## config.mk

```make
export PLATFORM = sky130hd
export DESIGN_NAME = pid_ramp_limited_controller
export DESIGN_NICKNAME = d
export VERILOG_FILES = /design/src/rtl/core/prlc_pkg.sv /design/src/rtl/core/pid_ramp_limited_controller.sv
export VERILOG_INCLUDE_DIRS = /design/src /design/src/rtl/core
export SDC_FILE = /design/constraint.sdc
export NUM_CORES = 2
export LEC_CHECK = 0
export ABC_AREA = 1
export CORE_MARGIN = 8
export CORE_UTILIZATION = 31
export DETAILED_ROUTE_END_ITERATION = 10
export DONT_BUFFER_PORTS = 1
export PLACE_DENSITY_LB_ADDON = 0.05
export SLEW_MARGIN = 0
export SYNTH_ARGS = -nofsm -noshare
export SYNTH_HDL_FRONTEND = slang
export SYNTH_SLANG_ARGS = --single-unit
export TNS_END_PERCENT = 30
```

## constraint.sdc

```tcl
create_clock -name clk -period 7.4 [get_ports clk]
set_input_delay 1.48 -clock clk [delete_from_list [all_inputs] [get_ports clk]]
set_output_delay 1.48 -clock clk [all_outputs]
set_load 0.02 [all_outputs]
```

## src/rtl/core/assert_macros.svh

```systemverilog
// Assertion macros shared by the RTL
`ifndef ASSERT_MACROS_SVH
`define ASSERT_MACROS_SVH

// checked on every edge outside reset
`define ASSERT_CLK(label, prop, msg) \
  label: assert property (@(posedge clk) disable iff (rst) prop) else $error(msg);

// checked on every edge, reset included
`define ASSERT_ALWAYS(label, prop, msg) \
  label: assert property (@(posedge clk) prop) else $error(msg);

`endif

```

## src/rtl/core/prlc_pkg.sv

```systemverilog
// Constants and register indexes for the ramp-limited PID controller
`timescale 1ns / 1ps

package prlc_pkg;

  localparam int DATA_W   = 16;
  localparam int GAIN_W   = 16;
  localparam int FRAC     = 8;
  localparam int TIME_W   = 10;
  localparam int CFG_IDX_W = 3;

  localparam int ERR_W    = DATA_W + 1;
  localparam int KDT_W    = GAIN_W + TIME_W + 1;
  localparam int QUO_W    = DATA_W + FRAC;
  localparam int DER_W    = QUO_W + 1;
  localparam int PROD_W   = KDT_W + ERR_W;
  localparam int INTEG_W  = DATA_W + FRAC;
  localparam int ISUM_W   = PROD_W + 1;
  localparam int SUM_W    = GAIN_W + ERR_W + 2;
  localparam int QSUM_W   = SUM_W - FRAC;
  localparam int RAMP_W   = DATA_W + 2;
  localparam int CNT_W    = $clog2(QUO_W);

  localparam logic [CFG_IDX_W-1:0] REG_ENABLE = 3'd0;
  localparam logic [CFG_IDX_W-1:0] REG_GAIN_P = 3'd1;
  localparam logic [CFG_IDX_W-1:0] REG_GAIN_I = 3'd2;
  localparam logic [CFG_IDX_W-1:0] REG_GAIN_D = 3'd3;
  localparam logic [CFG_IDX_W-1:0] REG_OUT_MIN = 3'd4;
  localparam logic [CFG_IDX_W-1:0] REG_OUT_MAX = 3'd5;
  localparam logic [CFG_IDX_W-1:0] REG_RAMP   = 3'd6;

  localparam logic ACT_CLEAR = 1'b1;

  localparam logic signed [GAIN_W-1:0] GAIN_P_RST  = 16'sd256;
  localparam logic signed [DATA_W-1:0] OUT_MIN_RST = -16'sd32768;
  localparam logic signed [DATA_W-1:0] OUT_MAX_RST = 16'sd32767;

endpackage

```

## src/rtl/core/pid_ramp_limited_controller.sv

```systemverilog
// PID step engine: shared multiplier, serial divider, clamp and ramp limit
// Sequence: a run word passes S_KIDT, S_KIE, S_INT, S_DIV (the 24-step restoring
//   divider), S_KP, S_PSUM, S_KD, S_DSUM, S_CLAMP, S_RAMP and S_OUT; clear, disabled
//   and zero-time words go straight to S_OUT. Throughput: one word at a time;
//   a result held back by the receiver keeps in_ready low until the slot frees.
// Reset: synchronous, active high; config to defaults, integral and history zero.
`timescale 1ns / 1ps
`include "assert_macros.svh"

module pid_ramp_limited_controller (
  input  logic                                  clk,
  input  logic                                  rst,
  input  logic                                  cfg_we,
  input  logic [prlc_pkg::CFG_IDX_W-1:0]        cfg_index,
  input  logic [prlc_pkg::DATA_W-1:0]           cfg_data,
  input  logic                                  in_valid,
  output logic                                  in_ready,
  input  logic                                  action,
  input  logic signed [prlc_pkg::DATA_W-1:0]    target,
  input  logic signed [prlc_pkg::DATA_W-1:0]    measured,
  input  logic [prlc_pkg::TIME_W-1:0]           elapsed_ms,
  output logic                                  out_valid,
  input  logic                                  out_ready,
  output logic signed [prlc_pkg::DATA_W-1:0]    drive,
  output logic                                  updated
);

  localparam int DATA_W  = prlc_pkg::DATA_W;
  localparam int GAIN_W  = prlc_pkg::GAIN_W;
  localparam int FRAC    = prlc_pkg::FRAC;
  localparam int TIME_W  = prlc_pkg::TIME_W;
  localparam int ERR_W   = prlc_pkg::ERR_W;
  localparam int KDT_W   = prlc_pkg::KDT_W;
  localparam int QUO_W   = prlc_pkg::QUO_W;
  localparam int DER_W   = prlc_pkg::DER_W;
  localparam int PROD_W  = prlc_pkg::PROD_W;
  localparam int INTEG_W = prlc_pkg::INTEG_W;
  localparam int ISUM_W  = prlc_pkg::ISUM_W;
  localparam int SUM_W   = prlc_pkg::SUM_W;
  localparam int QSUM_W  = prlc_pkg::QSUM_W;
  localparam int RAMP_W  = prlc_pkg::RAMP_W;
  localparam int CNT_W   = prlc_pkg::CNT_W;

  typedef enum logic [3:0] {
    S_IDLE, S_KIDT, S_KIE, S_INT, S_DIV, S_KP, S_PSUM, S_KD, S_DSUM,
    S_CLAMP, S_RAMP, S_OUT
  } state_t;

  state_t state;

  // configuration
  logic                       enable;
  logic signed [GAIN_W-1:0]   gain_p, gain_i, gain_d;
  logic signed [DATA_W-1:0]   out_min, out_max;
  logic [DATA_W-1:0]          ramp_limit;

  // controller state
  logic signed [INTEG_W-1:0]  integ;
  logic signed [DATA_W-1:0]   last_meas;
  logic signed [DATA_W-1:0]   last_drive;

  // working registers
  logic signed [ERR_W-1:0]    err;
  logic signed [DATA_W-1:0]   meas_r;
  logic [TIME_W-1:0]          dt;
  logic signed [PROD_W-1:0]   prod;
  logic [QUO_W-1:0]           quo;
  logic [TIME_W-1:0]          rem;
  logic                       div_neg;
  logic [CNT_W-1:0]           div_cnt;
  logic signed [DER_W-1:0]    deriv;
  logic signed [SUM_W-1:0]    sum;
  logic signed [DATA_W-1:0]   drive_c;
  logic signed [DATA_W-1:0]   res_drive;
  logic                       res_upd;
  logic                       run_item;

  // shared multiplier
  logic signed [KDT_W-1:0]        mul_a;
  logic signed [DER_W-1:0]        mul_b;
  logic signed [KDT_W+DER_W-1:0]  mul_full;

  always_comb begin
    unique case (state)
      S_KIDT: begin
        mul_a = KDT_W'(gain_i);
        mul_b = $signed({{(DER_W-TIME_W){1'b0}}, dt});
      end
      S_KIE: begin
        mul_a = prod[KDT_W-1:0];
        mul_b = DER_W'(err);
      end
      S_KP: begin
        mul_a = KDT_W'(gain_p);
        mul_b = DER_W'(err);
      end
      S_KD: begin
        mul_a = KDT_W'(gain_d);
        mul_b = deriv;
      end
      default: begin
        mul_a = '0;
        mul_b = '0;
      end
    endcase
  end

  assign mul_full = mul_a * mul_b;

  // integral update with clamp, lower limit first
  logic signed [ISUM_W-1:0] isum, ilo, ihi;
  assign isum = ISUM_W'(integ) + ISUM_W'(prod);
  assign ilo  = ISUM_W'($signed({out_min, {FRAC{1'b0}}}));
  assign ihi  = ISUM_W'($signed({out_max, {FRAC{1'b0}}}));

  // derivative difference and one divider step
  logic signed [ERR_W-1:0]  mdiff;
  logic [ERR_W-1:0]         mmag;
  logic [TIME_W:0]          rem_sh, rem_sub;
  assign mdiff   = ERR_W'(meas_r) - ERR_W'(last_meas);
  assign mmag    = mdiff[ERR_W-1] ? ERR_W'(-mdiff) : mdiff;
  assign rem_sh  = {rem, quo[QUO_W-1]};
  assign rem_sub = rem_sh - {1'b0, dt};

  // output clamp and ramp limit
  logic signed [QSUM_W-1:0] qsum;
  logic signed [RAMP_W-1:0] change, ramp_s, ld_s, ramped;
  assign qsum   = sum[SUM_W-1:FRAC];
  assign ld_s   = RAMP_W'(last_drive);
  assign change = RAMP_W'(drive_c) - ld_s;
  assign ramp_s = $signed({2'b00, ramp_limit});

  always_comb begin
    priority if (ramp_limit != '0 && change > ramp_s) begin
      ramped = ld_s + ramp_s;
    end else if (ramp_limit != '0 && change < -ramp_s) begin
      ramped = ld_s - ramp_s;
    end else begin
      ramped = RAMP_W'(drive_c);
    end
  end

  logic slot_free;
  assign slot_free = !out_valid || out_ready;
  assign in_ready  = (state == S_IDLE);

  always_ff @(posedge clk) begin
    if (rst) begin
      enable     <= 1'b1;
      gain_p     <= prlc_pkg::GAIN_P_RST;
      gain_i     <= '0;
      gain_d     <= '0;
      out_min    <= prlc_pkg::OUT_MIN_RST;
      out_max    <= prlc_pkg::OUT_MAX_RST;
      ramp_limit <= '0;
    end else if (cfg_we) begin
      unique case (cfg_index)
        prlc_pkg::REG_ENABLE:  enable     <= cfg_data[0];
        prlc_pkg::REG_GAIN_P:  gain_p     <= $signed(cfg_data);
        prlc_pkg::REG_GAIN_I:  gain_i     <= $signed(cfg_data);
        prlc_pkg::REG_GAIN_D:  gain_d     <= $signed(cfg_data);
        prlc_pkg::REG_OUT_MIN: out_min    <= $signed(cfg_data);
        prlc_pkg::REG_OUT_MAX: out_max    <= $signed(cfg_data);
        prlc_pkg::REG_RAMP:    ramp_limit <= cfg_data;
        default: ;
      endcase
    end
  end

  always_ff @(posedge clk) begin
    if (rst) begin
      state      <= S_IDLE;
      integ      <= '0;
      last_meas  <= '0;
      last_drive <= '0;
      out_valid  <= 1'b0;
      run_item   <= 1'b0;
    end else begin
      if (out_valid && out_ready && state != S_OUT) out_valid <= 1'b0;
      unique case (state)
        S_IDLE: begin
          if (in_valid) begin
            err       <= ERR_W'(target) - ERR_W'(measured);
            meas_r    <= measured;
            dt        <= elapsed_ms;
            res_drive <= '0;
            run_item  <= 1'b0;
            if (action == prlc_pkg::ACT_CLEAR) begin
              integ     <= '0;
              last_meas <= '0;
              res_upd   <= 1'b1;
              state     <= S_OUT;
            end else if (!enable || elapsed_ms == '0) begin
              res_upd <= 1'b0;
              state   <= S_OUT;
            end else begin
              run_item <= 1'b1;
              state    <= S_KIDT;
            end
          end
        end
        S_KIDT: begin
          prod  <= PROD_W'(mul_full);
          state <= S_KIE;
        end
        S_KIE: begin
          prod  <= PROD_W'(mul_full);
          state <= S_INT;
        end
        S_INT: begin
          priority if (isum < ilo) begin
            integ <= $signed({out_min, {FRAC{1'b0}}});
          end else if (isum > ihi) begin
            integ <= $signed({out_max, {FRAC{1'b0}}});
          end else begin
            integ <= isum[INTEG_W-1:0];
          end
          quo     <= {mmag[DATA_W-1:0], {FRAC{1'b0}}};
          rem     <= '0;
          div_neg <= mdiff[ERR_W-1];
          div_cnt <= '0;
          state   <= S_DIV;
        end
        S_DIV: begin
          if (!rem_sub[TIME_W]) begin
            rem <= rem_sub[TIME_W-1:0];
            quo <= {quo[QUO_W-2:0], 1'b1};
          end else begin
            rem <= rem_sh[TIME_W-1:0];
            quo <= {quo[QUO_W-2:0], 1'b0};
          end
          div_cnt <= div_cnt + CNT_W'(1);
          if (div_cnt == CNT_W'(QUO_W - 1)) state <= S_KP;
        end
        S_KP: begin
          deriv <= div_neg ? -$signed({1'b0, quo}) : $signed({1'b0, quo});
          prod  <= PROD_W'(mul_full);
          state <= S_PSUM;
        end
        S_PSUM: begin
          sum   <= prod[SUM_W-1:0] + SUM_W'(integ);
          state <= S_KD;
        end
        S_KD: begin
          prod  <= PROD_W'(mul_full);
          state <= S_DSUM;
        end
        S_DSUM: begin
          sum   <= sum - $signed(prod[FRAC+SUM_W-1:FRAC]);
          state <= S_CLAMP;
        end
        S_CLAMP: begin
          priority if (qsum < QSUM_W'(out_min)) begin
            drive_c <= out_min;
          end else if (qsum > QSUM_W'(out_max)) begin
            drive_c <= out_max;
          end else begin
            drive_c <= qsum[DATA_W-1:0];
          end
          state <= S_RAMP;
        end
        S_RAMP: begin
          res_drive  <= ramped[DATA_W-1:0];
          res_upd    <= 1'b1;
          last_drive <= ramped[DATA_W-1:0];
          last_meas  <= meas_r;
          state      <= S_OUT;
        end
        S_OUT: begin
          if (slot_free) begin
            out_valid <= 1'b1;
            drive     <= res_drive;
            updated   <= res_upd;
            state     <= S_IDLE;
          end
        end
        default: state <= S_IDLE;
      endcase
    end
  end

  `ASSERT_CLK(a_clear_zeroes, in_valid && in_ready && action == prlc_pkg::ACT_CLEAR |=> integ == '0 && last_meas == '0, "clear left state")
  `ASSERT_CLK(a_skip_holds, in_valid && in_ready && action != prlc_pkg::ACT_CLEAR && (!enable || elapsed_ms == '0) |=> $stable(integ) && $stable(last_meas) && $stable(last_drive), "skipped word changed state")
  `ASSERT_CLK(a_drive_tracks, state == S_OUT && slot_free && run_item |=> drive == last_drive && updated, "drive differs from last drive")
  `ASSERT_ALWAYS(a_busy_no_out_load, state != S_OUT && state != S_IDLE |-> !in_ready, "ready while busy")

endmodule
```

### After elaboration in Yosys (flattened, before gate mapping)

Cells that the tools add are included.

* register bits after elaboration: 395

* reductions and logical operators: 38
* $add $sub $neg: 13
* bitwise operators: 1
* multipliers: 1
* equality and inequality tests: 24
* muxes and demuxes: 37
* $lt $le $gt $ge: 6

Operator list (count)
* 16-bit 2-to-1 mux: 8
* 24-bit 2-to-1 mux: 5
* 27-bit case mux with 4 select lines: 1
* 24-bit case mux with 2 select lines: 2
* 25-bit case mux with 3 select lines: 1
* 35-bit case mux with 2 select lines: 1
* 16-bit case mux with 2 select lines: 2
* 16-bit by 16-bit subtractor with 17-bit output: 3
* 4-bit case mux with 12 select lines: 1
* 24-bit by 44-bit adder with 45-bit output: 1
* 45-bit by 24-bit > comparator with 1-bit output: 1
* 45-bit by 24-bit less-than comparator with 1-bit output: 1
* 27-bit by 25-bit multiplier with 44-bit output: 1
* 35-bit adder: 1
* 35-bit subtractor: 1
* 27-bit by 16-bit > comparator with 1-bit output: 1
* 27-bit by 16-bit less-than comparator with 1-bit output: 1
* 2-bit AND reduction: 13
* 24-bit negator with 25-bit output: 1
* 4-bit 2-to-1 mux: 5
* 10-bit case mux with 2 select lines: 1
* 17-bit by 18-bit less-than comparator with 1-bit output: 1
* 16-bit negator with 18-bit output: 1
* 3-bit AND reduction: 6
* 34 further kinds: 60

### Logic depth before layout (Yosys ltp)

* word-level depth: 6
* gate-level depth with buffers: 38

### Worst setup path after synthesis

Ideal clock, no wire load.

* path kind: register -> register
* start: register state[3]
* end: register prod[43], data pin
* cell stages (with the launch flop): 34
* path buffers: 3
* library setup time: 253 ps
* period minus slack after synthesis: 7789 ps
* path slack: -389 ps
* arrival: 7536 ps
* data required time: 7147 ps
* cells stage by stage: dfxtp_1 -> inv_2 -> nand2_2 -> nor2_8 -> buf_2 -> buf_2 -> nand2_1 -> o21ai_0 -> a21oi_1 -> buf_2 -> nor2_1 -> fa_1 -> fa_1 -> fa_1 -> inv_1 -> fa_1 -> fa_1 -> inv_1 -> fa_1 -> inv_1 -> fa_1 -> inv_1 -> ha_1 -> nand2_1 -> nor3_1 -> nand2_1 -> nor4_1 -> nand2_1 -> nand2_1 -> a31oi_1 -> inv_1 -> nand3_1 -> nand3_1 -> nand2_1

* word-level cells in the longest chain between the ends: 4
* elaborated cells between the ends (all ways): 8

Ends and longest elaborated chain
* from (decl): line pid_ramp_limited_controller.sv:49 `state_t state;`
* from (signal assigned): line pid_ramp_limited_controller.sv:172 `state <= S_IDLE;`
* from (signal assigned): line pid_ramp_limited_controller.sv:192 `state <= S_OUT;`
* from (signal assigned): line pid_ramp_limited_controller.sv:195 `state <= S_OUT;`
* 4-bit by 3-bit == test with 1-bit output / 4-bit by 2-bit == test with 1-bit output (equally long branches): line pid_ramp_limited_controller.sv:84 `unique case (state)`
* 2-bit OR reduction (no source line)
* 25-bit case mux with 3 select lines: line pid_ramp_limited_controller.sv:84
* 27-bit by 25-bit multiplier with 44-bit output *: line pid_ramp_limited_controller.sv:108 `assign mul_full = mul_a * mul_b;`
* net mul_full[43]: line pid_ramp_limited_controller.sv:81 `logic signed [KDT_W+DER_W-1:0] mul_full;`
* to (signal assigned): line pid_ramp_limited_controller.sv:203 `prod <= PROD_W'(mul_full);`
* to (signal assigned): line pid_ramp_limited_controller.sv:207 `prod <= PROD_W'(mul_full);`
* to (signal assigned): line pid_ramp_limited_controller.sv:237 `prod <= PROD_W'(mul_full);`
* to (decl): line pid_ramp_limited_controller.sv:66 `logic signed [PROD_W-1:0] prod;`

The timed path passes the listed nets; every way through them passes the cells marked *.
A chain may end at the register's enable or synchronous reset.

### Worst setup path after layout

* start: register state[1]
* end: register prod[43], data pin

The elaborated chain is that of the path after synthesis.

==> flow_metrics.py <==
metrics = {
    "layout": {
        "layout-drive-gt1-share": 0.148,
        "antenna_cells": 0,
        "layout.nets": 8329,
        "syn2layout_area_growth_pct": 21.3,
        "n_fill_cell": 17500,
    },
    "global_routing": {
        "grt_pass1_wl_um": 302000,
        "grt_start_max_net_pins": 69,
        "antenna_found_initial": 2,
        "grt_pass1_vias": 47600,
        "grt_overflow": 0,
        "track_usage": 0.219,
    },
    "sta": {
        "holdWs_ns": 0.375,
        "worst_slew_pin_slew_ns": 1.26,
        "drv_slew": 0,
        "fmax_ghz": 0.135,
        "setup_ws_ns": -0.0122,
        "final_hold_viol_count": 0,
        "fin_worst_skew_ns": 0.0723,
        "finalSetupViolCount": 1,
        "grt_setup_unrepaired": "true",
        "period_minus_slack_ns": 7.41,
        "slew_headroom": 0.158,
        "min_period_over_period": 1.00,
    },
    "synthesis": {
        "ys_seq_area_frac": 0.199,
        "ys_async_sr_fraction": 0,
        "synth-edff-count": 237,
        "netlist_area_mm2": 0.0516,
        "ys.flop_type": "edfxtp_1",
        "synth_warnings": 0,
        "synth_cell_types": 59,
        "synth_nets": 7825,
        "syn_area_per_cell_um2": 7.74,
        "ys_seq_elements": 395,
        "netlist_instances": 6672,
    },
    "clocking": {
        "clk_latency_ns": 0.67,
        "cts_made_buffers": 51,
        "clkSinkCount": 395,
        "path_clk_slew_ns": 0.06,
        "cts_hold_buf": 0,
        "cts_tree": "done",
        "root_buffer": "clkbuf_16",
        "clk_path_buf_depth": 3,
        "htreeDepth": 2,
    },
    "critical_path": {
        "r2r_cells": 35,
        "path_class": "reg -> reg",
        "worst_r2r_startpoint": "state[1]",
        "critPathMaxFanout": 6,
        "path_common_cell": "fa_1",
        "end_kind": "register",
        "cp-start-kind": "register",
        "crit_slowest_cell": "fa_1",
        "slowest_delay_ns": 0.60,
        "r2r_end": "prod[43]",
        "rrSetupSlack_ns": -0.01,
        "required_ns": 7.81,
        "worst_ep_arrival_time_ns": 7.82,
    },
    "route": {
        "drt_pass1_iterations": 7,
        "drc": 0,
        "wl_per_cell_um": 21.2,
        "wirelength_um": 199000,
        "num_vias": 45400,
        "drtIter0Drc": 2920,
        "ant_nets": 0,
        "via_per_inst": 4.82,
    },
    "worst_hold_path": {
        "hold_path_depth": 0,
        "min_from": "res_drive[3]",
        "min_to": "drive[3]",
        "hold_path.class": "reg -> reg",
    },
    "place": {
        "dp_hpwl_um": 169000,
        "port-buffer-count": 0,
        "gp_congestion": 0.896,
        "dp_slack_ns": -0.571,
    },
    "pwr": {
        "peakVddDrop_uv": 190,
        "leakage_uw": 0.0302,
        "power_density_mw_per_mm2": 316,
    },
    "job": {
        "drv_cap": 0,
    },
    "floorplanning": {
        "die_w_um": 424,
        "core-area_mm2": 0.165,
        "fp.dieArea_mm2": 0.180,
        "initial_core_util": 0.313,
        "rows": 149,
        "die_y_um": 424,
        "io_pins": 86,
    },
    "status": {
        "status": "finished, violations left",
        "violations": "negative setup slack",
    },
}
==> cells in the mapped netlist (4+ instances only) <==
cell type	number	share of area
o21ai_1	10	0.00097
o21bai_1	12	0.0017
o22ai_1	10	0.0012
nor2_2	4	0.00048
a21boi_0	11	0.0016
clkbuf_1	137	0.010
nand4_1	75	0.0091
nand3b_1	5	0.00073
buf_2	32	0.0031
a21o_1	25	0.0036
o21ai_0	284	0.028
o21a_1	15	0.0022
edfxtp_1	237	0.14
nand2_2	12	0.0015
nand2_1	1330	0.097
o211ai_1	30	0.0044
o221ai_1	7	0.0012
clkinv_1	15	0.0011
inv_1	1324	0.096
nand3_1	226	0.022
or2_2	15	0.0018
fa_1	621	0.24
a22oi_1	22	0.0032
inv_2	15	0.0011
a21oi_2	4	0.00068
a31oi_1	29	0.0035
ha_1	465	0.11
nand2_4	4	0.00087
nor4_1	12	0.0015
buf_1	5	0.00036
dfxtp_1	158	0.061
a211oi_1	7	0.0010
nor2_1	761	0.055
xor2_1	144	0.024
a21oi_1	437	0.042
xnor2_1	73	0.012
and2_1	4	0.00048
nor3_1	51	0.0049
o2111ai_1	8	0.0014
==> how the worst max path moves through the flow <==
stage | cells past startpoint | slack, ns | endpoint | start
2_1_floorplan | 34 | 0.0007 | prod[43] | state[1]
3_3_place_gp | 30 | -0.60 | prod[36] | state[2]
3_5_place_dp | 30 | -0.57 | prod[36] | state[2]
4_1_cts | 35 | -0.08 | prod[43] | state[1]
5_1_grt | 32 | -0.37 | prod[43] | state[3]
6_report | 35 | -0.01 | prod[43] | state[1]
==> through the flow <==
stage / utilization / cell area (µm²) / total power, µW / std cells / setup TNS [ns]
2_1_floorplan: - / 51600 / 10300 / 6672 / 0
3_3_place_gp: 0.356 / 58900 / 16200 / 9257 / -8.84
3_5_place_dp: 0.356 / 58900 / 16200 / 9257 / -9.18
4_1_cts: 0.373 / 61600 / 19400 / 9381 / -0.347
5_1_grt: 0.379 / 62600 / 21400 / 9408 / -2.78
6_report: 0.379 / 62600 / 19800 / 9408 / -0.0122
==> kinds of logic after synthesis <==
logic type,after synthesis,synth area share
buffers and inverters,1532,0.113
xor gates and xnor gates,219,0.0374
adders and majority gates,1086,0.354
and+or+nand+nor,2515,0.198
AOI/OAI and AO/OA,925,0.0990
DFF,395,0.199
==> registers in the layout (all words and copies together), names as in the netlist, 10 cells and up <==
signal      flops
out_max        16
out_min        16
err            17
deriv          25
last_meas      16
gain_d         16
drive_c        16
integ          24
res_drive      16
last_drive     16
gain_p         16
rem            10
ramp_limit     16
meas_r         16
quo            24
drive          16
prod           44
dt             10
sum            35
gain_i         16
==> critical path, delay by kind of cell (launching register included) <==
family          cells  cell delay, ns
compound gates      4            0.56
flops               1            0.38
simple gates       11            0.96
fa+ha+maj           8            4.09
buf+inv            12            1.19
==> where the power goes <==
| part | switching [µW] | leakage [µW] | internal, µW |
|---|---|---|---|
| sequential | 294 | 0.00346 | 2880 |
| clock | 1130 | 0.000857 | 1530 |
| combinational | 8460 | 0.0259 | 5470 |
| total | 9880 | 0.0302 | 9880 |
==> metal layers <==
| metal | share of wire | vias up | track usage | routed length, µm |
|---|---|---|---|---|
| li1 | - | 21900 | - | - |
| met1 | 0.47 | 22400 | 0.305 | 94300 |
| met2 | 0.46 | 869 | 0.370 | 92600 |
| met3 | 0.037 | 185 | 0.0190 | 7390 |
| met4 | 0.025 | 0 | 0.0472 | 5080 |
| met5 | 0 | - | 0 | 0 |
==> area by class of cell <==
cell class	instances	area (µm²)	area share
Tap cell	2189	2740	0.0438
Multi-Input combinational cell	4746	36900	0.589
Clock inverter	25	295	0.00472
Sequential cell	395	10300	0.164
Clock buffer	71	1460	0.0233
Timing Repair Buffer	628	5830	0.0932
Inverter	1354	5130	0.0819
==> cell usage in the layout, fill, tap and decap left out, drive strengths merged, types with 10 or more instances in the layout <==
cell type	Yosys	layout
o21a	15	15
ha	465	465
a21o	25	25
clkbuf	137	72
nand3	229	229
nor2	768	769
clkinvlp	0	10
xor2	146	146
o22ai	10	10
inv	1339	1333
edfxtp	237	237
o21ai	295	295
nor3	53	53
a21boi	11	11
nand4	76	76
or2	16	16
nand2	1346	1346
xnor2	73	73
a22oi	22	22
a21oi	441	441
buf	41	626
clkinv	15	32
o21bai	12	12
nor4	12	12
o211ai	30	30
a31oi	29	29
dfxtp	158	158
fa	621	621
==> what timing repair did <==
action / 4_1_cts / 5_1_grt
buffers inserted: 25 / 26
cloned: 3 / 1
endpoints found under the setup margin: 27 / 26
pin swaps: 54 / 65
gates resized for setup: 184 / 197
Power figures use the tool's default switching activity.
